## config.mk

```make
export PLATFORM = sky130hd
export DESIGN_NAME = ppp_prep
export DESIGN_NICKNAME = d
export VERILOG_FILES = /design/src/hw/rtl/ppp_pkg.sv /design/src/hw/rtl/ppp_prep.sv
export SDC_FILE = /design/constraint.sdc
export NUM_CORES = 1
export LEC_CHECK = 0
export BUFFER_PORTS_ARGS = -buffer_cell sky130_fd_sc_hd__buf_2
export CORE_MARGIN = 5
export CORE_UTILIZATION = 51
export CTS_CLUSTER_DIAMETER = 100
export DETAILED_ROUTE_END_ITERATION = 7
export PLACE_DENSITY = 0.83
export SYNTH_ARGS = -nofsm -noshare
export SYNTH_HDL_FRONTEND = slang
export SYNTH_SLANG_ARGS = --single-unit
```

## constraint.sdc

```tcl
create_clock -name clk -period 5.5 [get_ports clk]
set_input_delay 0.55 -clock clk [delete_from_list [all_inputs] [get_ports clk]]
set_output_delay 0.55 -clock clk [all_outputs]
set_load 0.005 [all_outputs]
```

## src/hw/rtl/ppp_pkg.sv

```systemverilog
// shared types and constants of the pinhole point projection
package ppp_pkg;

	localparam int IN_W   = 32;
	localparam int OUT_W  = 16;
	localparam int ST_W   = 2;
	localparam int REG_W  = 64;
	localparam int ENT_W  = 32;
	localparam int PROD_W = 64;
	localparam int NREGS  = 6;
	localparam int IDX_W  = 3;
	localparam int SUM_W  = 68;
	localparam int QW     = 16;
	localparam int DIV_W  = SUM_W + QW;

	localparam logic [OUT_W-1:0] SAT_POS = 16'h7FFF;
	localparam logic [OUT_W-1:0] SAT_NEG = 16'h8000;

	typedef enum logic [ST_W-1:0] {
		ST_OK   = 2'd0,
		ST_WZERO = 2'd1,
		ST_SAT  = 2'd2
	} status_t;

	typedef struct packed {
		logic [DIV_W-1:0] n;
		logic [DIV_W-1:0] d;
		logic [QW-1:0]    q;
		logic             neg;
		logic             sat;
	} lane_t;

	typedef struct packed {
		lane_t col;
		lane_t row;
		logic  wz;
	} div_item_t;

endpackage

```

## src/hw/rtl/ppp_prep.sv

```systemverilog
// magnitudes, quotient signs and the overflow test ahead of the divider
module ppp_prep (
	input  logic                             clk,
	input  logic [1:0]                       en,
	input  logic signed [ppp_pkg::SUM_W-1:0] sum [3],
	output ppp_pkg::div_item_t               item_s5
);

	ppp_pkg::div_item_t item_s4;
	ppp_pkg::div_item_t nxt4, nxt5;

	function automatic logic [ppp_pkg::DIV_W-1:0] mag(input logic signed [ppp_pkg::SUM_W-1:0] v);
		logic [ppp_pkg::SUM_W-1:0] a;
		a = v[ppp_pkg::SUM_W-1] ? ppp_pkg::SUM_W'(-v) : ppp_pkg::SUM_W'(v);
		return ppp_pkg::DIV_W'(a);
	endfunction

	function automatic ppp_pkg::lane_t chk(input ppp_pkg::lane_t l);
		ppp_pkg::lane_t o;
		logic [ppp_pkg::DIV_W-1:0] lim;
		o = l;
		lim = (l.d << (ppp_pkg::QW - 1)) + (l.neg ? l.d : '0);
		o.sat = (l.n >= lim);
		return o;
	endfunction

	always_comb begin
		nxt4.col.n   = mag(sum[0]);
		nxt4.row.n   = mag(sum[1]);
		nxt4.col.d   = mag(sum[2]);
		nxt4.row.d   = mag(sum[2]);
		nxt4.col.q   = '0;
		nxt4.row.q   = '0;
		nxt4.col.neg = sum[0][ppp_pkg::SUM_W-1] ^ sum[2][ppp_pkg::SUM_W-1];
		nxt4.row.neg = sum[1][ppp_pkg::SUM_W-1] ^ sum[2][ppp_pkg::SUM_W-1];
		nxt4.col.sat = 1'b0;
		nxt4.row.sat = 1'b0;
		nxt4.wz      = (sum[2] == '0);
		nxt5.col     = chk(item_s4.col);
		nxt5.row     = chk(item_s4.row);
		nxt5.wz      = item_s4.wz;
	end

	always_ff @(posedge clk) begin
		if (en[0]) begin
			item_s4 <= nxt4;
		end
		if (en[1]) begin
			item_s5 <= nxt5;
		end
	end

endmodule

```

# Yosys cells after proc, flatten, opt, wreduce, memory -nomap -nowiden
# Index checks and enable logic that the tools add are counted.
# totals
register_bits	416
output_inout_bits	373
wordCells	32
# op_classes
n_addsub	5
order_cmp	2
mux	5
n_bitwise	2
n_reduce_logical	1
# op_table
op	count
negation 68 bit	3
2-to-1 mux 67 bit	3
adder 83 x 68 -> 84 bit	2
greater-or-equal comparator 68 x 84 -> 1 bit	2
2-to-1 mux 68 bit	2
logical NOT 68 bit	1
bitwise XOR 1 bit	2

# Depth between registers and ports, before layout
# logic_depth
word_depth	3
depth_mapped	28

# Least setup slack after synthesis
# Ideal clock, no wire load.
# synth_path
kind	register to register
startpoint	register item_s4[188] in the netlist's numbering
endpoint	register item_s5[187] in the netlist's numbering, data pin
arrival_time_ns	5.634
required_time_ns	5.324
path_slack_ns	-0.310
path_stages_with_launch	25
n_path_buf	2
period_less_slack_ns	5.810
cell_sequence	edfxtp_1 -> clkbuf_1 -> clkbuf_1 -> and2_1 -> ha_1 -> a21o_1 -> a21oi_1 -> a2111oi_0 -> o31ai_1 -> nand3_1 -> o31ai_1 -> or3_1 -> a21oi_1 -> a21oi_1 -> o31ai_1 -> xnor2_1 -> ha_1 -> nand4_1 -> nor4_1 -> o2111ai_1 -> o21ai_0 -> o2111ai_1 -> or4_1 -> or4_1 -> nor4_1
# synth_rtl
element	line_no	rtl
from (decl)	ppp_prep.sv:9	ppp_pkg::div_item_t item_s4;
from (signal assigned)	ppp_prep.sv:46	item_s4 <= nxt4;
to (signal assigned)	ppp_prep.sv:49	item_s5 <= nxt5;
to (decl)	ppp_prep.sv:6	output ppp_pkg::div_item_t item_s5

==> results.cfg <==
[floorplan]
core_area_sq_mm = 0.0564
chipWidth_microns = 249
rows = 87
io_pins = 580
die_area_sq_mm = 0.0618
die_h_microns = 249
start_util = 0.515

[clock_network]
clk_pin_slew_ns = 0.06
clk-insertion-delay-late_ns = 0.59
cts_buffers = 44
clock_path_buffers = 3
clock-sinks = 416
htreeDepth = 2
root_buffer = clkbuf_16
cts_tree = yes
hold_buffers = 0

[logic_synthesis]
yosysWarnings = 0
seq_area_frac_synth = 0.430
synth-async-reset-ratio = 0
netlist_instances = 2842
synth_edf_count = 416
ys.flop_type = edfxtp_1
ys_ff_latch = 416
synth.distinct_cells = 74
synth_area_sq_mm = 0.0290
avgSynthCellArea_sq_um = 10.2

[finish]
register_area_sq_mm = 0.0125
final_nets = 4099
syn_to_final_growth_pct = 26.7
fillerInstances = 4353
final_cell_mix = 481 x buf_2, 418 x buf_4, 416 x edfxtp_1
final_common_cell = buf_2
multi_input_area_sq_mm = 0.0159
drive_gt1_frac = 0.306

[route]
wire_per_inst_microns = 22.3
drc_errors = 0
dr.pass1.iters = 6
vias_per_cell = 5.90
via_count = 26216
drt_iter0_markers = 2651
antenna_left = 0
finalWirelength_microns = 99100

[sta]
rsz0062_at_grt = true
relSlewSlack = 0.262
timing.final.ws_setup_ns = -0.449
fin_skew_ns = 0.0259
setup_viol = 1
fin_crit_ns = 5.95
hold_viol_final = 0
drv_slew = 0
holdWs_ns = 0.166
final.period_utilization = 1.08
worst_pin_slew_ns = 1.10
fin_setup_tns_ns = -0.449
fmax_mhz = 168

[placed_design]
routabilityCongestion = 1.01
hpwl_microns = 76100
portBuffers = 483
dpl_worst_slack_ns = -0.595

[setup_path]
crit_type = reg -> reg
required_ns = 5.91
arrival_ns = 6.35
rr_startpoint = item_s4[188]$_DFFE_PP_
rr_worst_depth = 25
path_buf_inv = 3
cp_max_fo = 5
crit_path_end_kind = flop
crit_family = simple AND/OR/NAND/NOR gates
cp_slowest_stage_delay_ns = 0.50
rrSetupSlack_ns = -0.45
start_kind = flop
crit_slowest_cell = or4_4
rr_endpoint = item_s5[187]$_DFFE_PP_

[run_status]
status = complete, but fails checks
violations = setup timing

[global_route]
grt_max_degree = 125
grt_pass1_vias = 25054
grt_usage = 0.294
overflow = 0
grt_pass1_wl_microns = 145000
grt_antenna_before_repair = 9

[worst_hold_path]
min_path_cells = 1
whs_endpoint = item_s4[103]$_DFFE_PP_
hp-class = in -> reg
min_from = sum[68]

[power]
cellPowerDensity_mw_per_mm2 = 312
finalPower_mw = 11.5
ir_worst_vdd_v = 0.000232
p_leak_nw = 14.9

[flow_run]
cap_violations = 0
[area by class of cell]
type | instances | share of cell area
inverters | 43 | 0.00439
multi-input cells | 2225 | 0.433
clock inverters | 29 | 0.00786
repair buffers | 915 | 0.157
diodes | 8 | 0.000544
flip-flops and latches | 416 | 0.340
well taps | 756 | 0.0257
clock buffers | 51 | 0.0312
[cells by family (layout without fill, tap and decap cells)]
family | Yosys count | in the layout | share of synthesized area
fa+ha+maj | 247 | 247 | 0.107
compound gates | 716 | 716 | 0.156
xor+xnor | 302 | 302 | 0.0911
simple gates | 858 | 858 | 0.154
other cells | 1 | 104 | 0.000129
mux | 6 | 6 | 0.00215
flops | 416 | 416 | 0.430
buf+inv | 296 | 1038 | 0.0595
[flip-flops by register name, indices dropped and copies added, names as in the netlist]
signal   flops
item_s5    209
item_s4    207
[cells in the mapped netlist, types with 26 or more instances]
cell / instances / area [sq um]
a21o_1: 38 / 285
a21oi_1: 204 / 1020
and2_1: 115 / 719
buf_4: 164 / 1230
clkbuf_1: 88 / 330
edfxtp_1: 416 / 12500
ha_1: 245 / 3070
inv_1: 43 / 161
nand2_1: 244 / 916
nand3_1: 49 / 245
nand4_1: 82 / 513
nor2_1: 121 / 454
nor3_1: 44 / 220
nor4_1: 30 / 188
o21ai_0: 196 / 981
o31ai_1: 71 / 533
o41ai_1: 26 / 228
or3_1: 53 / 332
or4_1: 29 / 218
xnor2_1: 253 / 2220
xor2_1: 49 / 429
[worst max-delay path by stage]
stage / startpoint / endpoint / slack [ns] / cells after the start
5_1_grt: item_s4[188]$_DFFE_PP_ / item_s5[187]$_DFFE_PP_ / -0.59 / 24
3_5_place_dp: item_s4[188]$_DFFE_PP_ / item_s5[187]$_DFFE_PP_ / -0.60 / 23
4_1_cts: item_s4[188]$_DFFE_PP_ / item_s5[187]$_DFFE_PP_ / -0.32 / 23
6_report: item_s4[188]$_DFFE_PP_ / item_s5[187]$_DFFE_PP_ / -0.45 / 25
2_1_floorplan: item_s4[188]$_DFFE_PP_ / item_s5[187]$_DFFE_PP_ / 0.02 / 26
3_3_place_gp: item_s4[188]$_DFFE_PP_ / item_s5[187]$_DFFE_PP_ / -0.44 / 23
[what timing repair did]
item / CTS / global route
cloned: 1 / 2
buffers inserted: 8 / 22
endpoints found under the setup margin: 2 / 2
pin swaps: 27 / 92
resized for setup: 41 / 123
[metrics by stage]
step | cell area, sq um | utilization | instances
after global placement | 34300 | 0.608 | 4325
final | 36800 | 0.652 | 4443
after floorplan | 29500 | - | 2937
after detailed placement | 34300 | 0.608 | 4325
after global routing | 36800 | 0.652 | 4442
after CTS | 36000 | 0.638 | 4413
[worst reg2reg max path, cell delays in order, from the launching register on]
cell,delay [ns]
edfxtp_1,0.49
buf_6,0.17
buf_6,0.11
and2_4,0.14
ha_4,0.16
a21o_1,0.20
nor3b_2,0.17
or3_4,0.41
nor3_4,0.23
nor2_2,0.06
a21oi_2,0.21
nor2b_4,0.18
o21bai_1,0.10
a21bo_2,0.24
xnor2_2,0.14
ha_1,0.27
and4_1,0.21
nand4_1,0.12
buf_4,0.17
nor4_4,0.36
o2111ai_2,0.19
o21ai_2,0.22
o2111ai_2,0.13
or4_4,0.44
or4_4,0.50
nor4_4,0.16
[layer usage]
layer | routed length (microns) | track usage
met5 | 7 | 0
met3 | 8700 | 0.0469
met2 | 46900 | 0.492
met4 | 4780 | 0.121
met1 | 38700 | 0.384
[power breakdown]
| group | leakage [nW] | switching [mW] | internal (mW) |
|---|---|---|---|
| Clock | 0.706 | 1.26 | 1.74 |
| Sequential | 4.07 | 0.248 | 3.87 |
| Combinational | 10.2 | 2.38 | 1.98 |
(Power assumes the default switching activity.)
