### src/hw/rtl/ppp_pkg.sv
// shared types and constants of the pinhole point projection
package ppp_pkg;

	localparam int IN_W   = 32;
	localparam int OUT_W  = 16;
	localparam int ST_W   = 2;
	localparam int REG_W  = 64;
	localparam int ENT_W  = 32;
	localparam int PROD_W = 64;
	localparam int NREGS  = 6;
	localparam int IDX_W  = 3;
	localparam int SUM_W  = 68;
	localparam int QW     = 16;
	localparam int DIV_W  = SUM_W + QW;

	localparam logic [OUT_W-1:0] SAT_POS = 16'h7FFF;
	localparam logic [OUT_W-1:0] SAT_NEG = 16'h8000;

	typedef enum logic [ST_W-1:0] {
		ST_OK   = 2'd0,
		ST_WZERO = 2'd1,
		ST_SAT  = 2'd2
	} status_t;

	typedef struct packed {
		logic [DIV_W-1:0] n;
		logic [DIV_W-1:0] d;
		logic [QW-1:0]    q;
		logic             neg;
		logic             sat;
	} lane_t;

	typedef struct packed {
		lane_t col;
		lane_t row;
		logic  wz;
	} div_item_t;

endpackage

### src/hw/rtl/ppp_div_stage.sv
// one restoring quotient bit for both coordinates
module ppp_div_stage #(
	parameter int K = 15
) (
	input  logic               clk,
	input  logic               en,
	input  ppp_pkg::div_item_t din,
	output ppp_pkg::div_item_t dout_q
);

	ppp_pkg::div_item_t nxt;

	function automatic ppp_pkg::lane_t step(input ppp_pkg::lane_t l);
		ppp_pkg::lane_t o;
		logic [ppp_pkg::DIV_W-1:0] t;
		o = l;
		t = l.d << K;
		if (l.n >= t) begin
			o.n    = l.n - t;
			o.q[K] = 1'b1;
		end
		return o;
	endfunction

	always_comb begin
		nxt.col = step(din.col);
		nxt.row = step(din.row);
		nxt.wz  = din.wz;
	end

	always_ff @(posedge clk) begin
		if (en) begin
			dout_q <= nxt;
		end
	end

endmodule
### config.mk
export PLATFORM = sky130hd
export DESIGN_NAME = ppp_div_stage
export DESIGN_NICKNAME = d
export VERILOG_FILES = /design/src/hw/rtl/ppp_pkg.sv /design/src/hw/rtl/ppp_div_stage.sv
export SDC_FILE = /design/constraint.sdc
export NUM_CORES = 1
export LEC_CHECK = 0
export BUFFER_PORTS_ARGS = -buffer_cell sky130_fd_sc_hd__clkbuf_2
export CORE_AREA = 2 2 290 292
export CTS_CLUSTER_DIAMETER = 80
export DETAILED_ROUTE_END_ITERATION = 10
export DIE_AREA = 0 0 292 294
export HOLD_SLACK_MARGIN = 0.08
export RECOVER_POWER = 100
export SLEW_MARGIN = 20
export SYNTH_ARGS = -nofsm -noshare
export SYNTH_HDL_FRONTEND = slang
export SYNTH_SLANG_ARGS = --single-unit
export TNS_END_PERCENT = 5
### constraint.sdc
create_clock -name clk -period 3.6 [get_ports clk]
set_clock_uncertainty 0.2 [all_clocks]
set_input_delay 0.18 -clock clk [delete_from_list [all_inputs] [get_ports clk]]
set_output_delay 0.18 -clock clk [all_outputs]
set_load 0.05 [all_outputs]
Yosys cells after proc, flatten, opt, wreduce, memory -nomap -nowiden
Index checks and enable logic that the tools add are counted.
Storage, ports and cells
  word-level logic and storage cells: 19
  bits of input ports: 375
  output and inout port bits: 373
  register bits after elaboration: 373
Operators by class
  add/sub/neg operators: 2
  $lt $le $gt $ge: 2
  muxes and demuxes: 2
Operators with widths (count)
  84-bit greater-or-equal comparator: 2
  84-bit two-way mux: 2
  84-bit subtractor: 2

Depth between registers and ports, before layout
Gate-level depths: netlist of the first run.
  depth after elaboration: 2
  gate-level depth with buffers: 15
  depth with buffers taken out: 13

Least setup slack after synthesis of the first run
OpenSTA, ideal clock, no wires.
  path type: input -> register
  start point: in din[118] (netlist name)
  end point: reg dout_q[182] (netlist name) (data pin)
  path buffers: 0
  arrival time: 2.839 ns
  path slack: 0.306 ns
  setup time: 0.256 ns
  stages: 12
  data required time: 3.144 ns
  cell sequence: inv_1 -> ha_1 -> fa_1 -> nand2b_1 -> a21o_1 -> a32o_1 -> o31ai_4 -> a21oi_2 -> o31ai_2 -> a211oi_1 -> or3_1 -> a31o_2
RTL lines
  from (decl): RTL line ppp_div_stage.sv:7  | input ppp_pkg::div_item_t din,
  to (signal assigned): RTL line ppp_div_stage.sv:33  | dout_q <= nxt;
  to (decl): RTL line ppp_div_stage.sv:8  | output ppp_pkg::div_item_t dout_q

==> results.yml, run 1 <==
clock_tree:
  cts-root-buf: "clkbuf_16"
  htreeDepth: 2
  cts_tree: "done"
  cts.sinks: 373
  cts_buffers: 46
  clockBufferDepth: 3
  clkTransAtPathRegs_ns: 0.06
critical_path:
  cp.arrival_ns: 3.78
  critical_path_buf_inv_count: 6
  crit_fanout: 22
  worst-setup-path-type: "in2reg"
  worstPathRequired_ns: 3.77
  cp_slowest_stage_delay_ns: 0.55
  cpMaxStageDelayCell: "dlygate4sd3_1"
  path_cells: "dlygate4sd3_1 > clkbuf_1 > inv_1 > ha_1 > and4_1 > nand4b_1 > nor4_1 > buf_4 > a311oi_1 > o21ai_1 > nor3_2 > a21oi_4 > buf_12 > buf_2 > nor2_1 > a21oi_1"
  cp_top_family: "buffers and inverters"
  critPathLaunchType: "input port"
  endpoint_kind: "flip-flop"
grt:
  grt_max_degree: 79
  antenna_found_initial: 11
  met1_usage_pct: 20.9
  grt_pass1_vias: 22300
  met3_usage_pct: 4.08
  grt.overflow.total: 0
  grt_pass1_wl_mm: 130
  grt_use_met2_pct: 36.6
  grt.total_usage_pct: 19.6
  gr-max-usage-layer: "met2"
layout:
  regArea_sq_um: 11200
  multiInputGateArea_sq_um: 9750
  instances_no_fill: 4543
  largest_reg_flops: 373
  drive_above_1_share_pct: 17.1
  area_growth_pct: 51.8
  top_regs: "dout_q: 373 flops"
  final_nets: 3939
  nFillCells: 8261
  fin_area_sq_um: 33300
  top_register: "dout_q"
synthesis:
  avgSynthCellArea_sq_um: 10.5
  synth_commonest_cells: "edfxtp_1 (373), a21oi_1 (276), nor2_1 (187), inv_1 (177), ha_1 (138)"
  syn_area_sq_um: 21900
  synth_top_area_share_pct: 51.1
  synthTopCellsByArea: "edfxtp_1 (51%), ha_1 (7.9%), a21oi_1 (6.3%)"
  synth.largest_area_cell: "edfxtp_1"
  syn_nets: 2604
  synth-warning-count: 0
  synth_ff_type: "edfxtp_1"
  synth-seq-cells: 373
  synth_seq_area_share_pct: 51.1
  synth_cell_types: 88
  netlist_instances: 2089
  synth_edf_count: 373
  yosys.cell_count.top_type: "edfxtp_1"
  ys_async_sr_fraction_pct: 0
floorplanning:
  boundaryPins: 748
  die_area_sq_um: 85800
  start_util_pct: 26.4
  die_w_microns: 292
  core_area_sq_um: 82900
  rows: 106
  die_y_microns: 294
sta:
  fmax_ghz: 0.277
  final-setup-viol-count: 1
  min_period_ns: 3.61
  fin_crit_sh_pct: 100
  rsz0062_at_grt: "true"
  slew_headroom_pct: -63.4
  layout_setup_ws_ns: -0.0104
  hold_violations: 0
  slew_viol_final: 79
  setup_tns_ns: -0.0104
  hold_slack_ns: 0.115
  tightest_slew_ns: 2.45
place:
  post-dp-hpwl_mm: 69.0
  post_dp_cell_area_sq_um: 28300
  dp_cells: 4042
  finalWeightedCongestion: 0.944
  io_buffers: 747
run_status:
  status: "complete, but fails checks"
  violations: "max-capacitance violations, max-slew violations, negative setup slack"
drt:
  ant_nets: 0
  wl_per_cell_microns: 19.5
  vias_per_cell: 4.79
  drtIter0Drc: 1194
  vias: 21700
  drc: 0
  dr.pass1.iters: 8
  finalWirelength_mm: 88.8
pwr:
  ir_worst_vdd_uv: 640
  p_per_area_nw_per_um2: 456
  total_power_mw: 15.2
  total_leakage_power_nw: 13.5
job:
  max_cap_violations: 1
hold_path:
  hp-class: "in2reg"
final cells by class:
type	instances	share of cell area, %
timing repair buffer	1383	26.6
tap	1080	4.06
clock inverter	29	0.745
sequential	373	33.7
multi-input combinational	1443	29.3
clock buffer	52	3.53
antenna	6	0.0451
inverter	177	2.00
cells in the final DEF, fill, tap and decap left out, types with 23 or more instances in the layout:
cell,Yosys,final
clkbuf_1,59,539
dlygate4sd3_1,0,412
edfxtp_1,373,373
a21oi_1,276,272
clkbuf_2,5,239
buf_4,4,190
nor2_1,187,186
inv_1,177,177
ha_1,138,132
nand2_1,125,125
o21ai_0,103,98
xnor2_1,70,70
a21o_1,60,60
xor2_1,55,55
nand4_1,51,51
clkbuf_16,0,46
nand3_1,32,30
nor3_1,30,29
mux2_2,23,23
power breakdown:
part | switching [mW] | internal, mW
Combinational | 3.57 | 1.67
Clock | 1.93 | 2.51
Sequential | 0.153 | 5.33
Total | 5.66 | 9.51
through the flow:
stage | utilization, % | setup WS, ns
2_1_floorplan | - | 0.306
3_3_place_gp | 34.2 | -0.121
3_5_place_dp | 34.2 | -0.0818
4_1_cts | 40.9 | 0.0120
5_1_grt | 40.1 | -0.0727
6_report | 40.1 | -0.0104
cell families after synthesis:
kind of cell	after synthesis	synth area share, %
AOI/OAI and AO/OA	609	17.4
xor gates and xnor gates	125	5.00
adders and majority gates	140	8.06
buffers and inverters	273	4.96
DFF	373	51.1
muxes	33	1.69
and+or+nand+nor	536	11.8
path summary, 6_finish.rpt:
kind | startpoint | endpoint | slack [ns] | depth (start not counted)
worst min-delay path | din[92] | dout_q[92] | 0.12 | 2
worst max-delay path | din[53] | dout_q[127] | -0.01 | 16
layer usage:
| layer | share of wire [%] | vias to the layer above |
|---|---|---|
| li1 | - | 10400 |
| met5 | 0.078 | - |
| met3 | 6.3 | 201 |
| met2 | 51 | 892 |
| met4 | 5.3 | 10 |
| met1 | 37 | 10300 |
timing repair:
item,4_1_cts,5_1_grt
resized for setup,0,33
setup endpoints to repair,0,105
buffers inserted,0,3
hold buffers,411,2
hold endpoints to repair,434,2
Power figures use the tool's default switching activity.
==> run 2, diff against run 1 <==
- RECOVER_POWER: 100 -> unset
- REMOVE_ABC_BUFFERS: unset -> 1
==> results.yml, run 2 (synthesis results as in run 1) <==
clock_tree:
  htreeDepth: 2
  clkTransAtPathRegs_ns: 0.06
  cts-root-buf: "clkbuf_16"
  cts_buffers: 47
  cts.sinks: 373
  clockBufferDepth: 3
  cts_tree: "done"
grt:
  grt_max_degree: 79
  grt.overflow.total: 0
  antenna_found_initial: 5
  grt_pass1_wl_mm: 130
  grt.total_usage_pct: 19.7
  grt_pass1_vias: 22200
drt:
  wl_per_cell_microns: 19.5
  finalWirelength_mm: 88.4
  vias: 21500
  drtIter0Drc: 1079
  vias_per_cell: 4.73
  dr.pass1.iters: 5
  ant_nets: 0
  drc: 0
run_status:
  violations: "negative hold slack"
  status: "complete, but fails checks"
sta:
  slew_viol_final: 0
  hold_violations: 2
  fin_crit_sh_pct: 99.1
  final-setup-viol-count: 0
  tightest_slew_ns: 0.706
  fmax_ghz: 0.280
  slew_headroom_pct: 53.0
  min_period_ns: 3.57
  hold_slack_ns: -0.273
  setup_tns_ns: 0
  rsz0062_at_grt: "true"
critical_path:
  worst-setup-path-type: "in2reg"
  worstPathRequired_ns: 3.78
  cp_top_family: "compound AO/OA/AOI/OAI gates"
  path_cells: "dlygate4sd3_1 > clkbuf_2 > inv_1 > ha_1 > fa_1 > nor2b_2 > o31a_1 > o31ai_4 > a31oi_4 > nand3_1 > a21oi_1 > buf_4 > o41a_1 > a41oi_1 > xor2_1 > a21oi_1"
  cp_slowest_stage_delay_ns: 0.54
  cpMostUsedCell: "a21oi_1"
  cp.arrival_ns: 3.75
  critPathLaunchType: "input port"
  critical_path_buf_inv_count: 4
  endpoint_kind: "flip-flop"
  cpMaxStageDelayCell: "dlygate4sd3_1"
  worstSetupStartpoint: "din[304]"
  crit_fanout: 4
hold_path:
  min-delay-start: "din[307]"
  hp-class: "in2reg"
place:
  io_buffers: 747
  post-dp-hpwl_mm: 66.9
  finalWeightedCongestion: 0.931
pwr:
  p_per_area_nw_per_um2: 455
  total_leakage_power_nw: 15.2
  ir_worst_vdd_uv: 444
  total_power_mw: 15.6
layout:
  final_nets: 3941
  top_regs: "dout_q: 373 flops"
  top_register: "dout_q"
  regArea_sq_um: 11200
  multiInputGateArea_sq_um: 9770
  final_common_cell: "clkbuf_2"
  area_growth_pct: 56.5
  largest_reg_flops: 373
  nFillCells: 7861
  final_cell_mix: "clkbuf_2 (746), dlygate4sd3_1 (462), edfxtp_1 (373)"
  drive_above_1_share_pct: 31.0
floorplanning:
  die_area_sq_um: 85800
  start_util_pct: 26.4
  boundaryPins: 748
  die_w_microns: 292
  rows: 106
  die_y_microns: 294
  core_area_sq_um: 82900
job:
  max_cap_violations: 0
## run 2: cell count changes in the layout (fill, tap and decap cells not counted), sizes merged
cell / change
clkbuf: -28
inv: +1
dlymetal6s4s: -1
bufinv: +3
clkinv: -1
clkinvlp: -3
buf: -19
dlygate4sd3: +50
diode: -3
## run 2: what timing repair did
action / 4_1_cts / 5_1_grt
setup buffers: 0 / 2
hold buffers: 459 / 3
setup endpoints to repair: 0 / 117
hold endpoints to repair: 438 / 5
gates resized for setup: 0 / 26
## run 2: worst paths after layout
path / slack (ns) / cells past startpoint / to
hold / removal: -0.27 / 2 / dout_q[307]
setup / recovery: 0.03 / 16 / dout_q[370]
## run 2: final cells by class
cell class                 count  share of cell area, %
tap                         1080                   3.94
antenna                        3                 0.0219
clock buffer                  53                   3.56
timing repair buffer        1384                   28.5
multi-input combinational   1443                   28.5
sequential                   373                   32.7
inverter                     177                   1.94
clock inverter                29                  0.883
## run 2: per-stage QoR
stage | instances | util, % | setup slack, ns | area (sq um)
after global routing | 4542 | 41.4 | -0.114 | 34300
after CTS | 4533 | 41.1 | 0.00558 | 34100
after global placement | 3992 | 33.7 | -0.178 | 28000
after floorplan | 1993 | - | -3.94 | 21500
after detailed placement | 3992 | 33.7 | -0.233 | 28000
final | 4542 | 41.4 | 0.0317 | 34300
## run 2: power by group
| group | internal (mW) | switching (mW) | leakage [nW] |
|---|---|---|---|
| Combinational | 1.81 | 3.54 | 10.8 |
| Sequential | 5.33 | 0.168 | 3.65 |
| Clock | 2.80 | 1.96 | 0.751 |
## run 2: routing by layer
layer  wire length [microns]  part of all wire [%]  track usage [%]  vias to the layer above
li1                        -                     -                -                    10400
met1                   32600                    37             20.5                    10100
met2                   45400                    51             36.7                      816
met3                    5230                   5.9             4.14                      159
met4                    5150                   5.8             10.9                        2
met5                      13                 0.015                0                        -
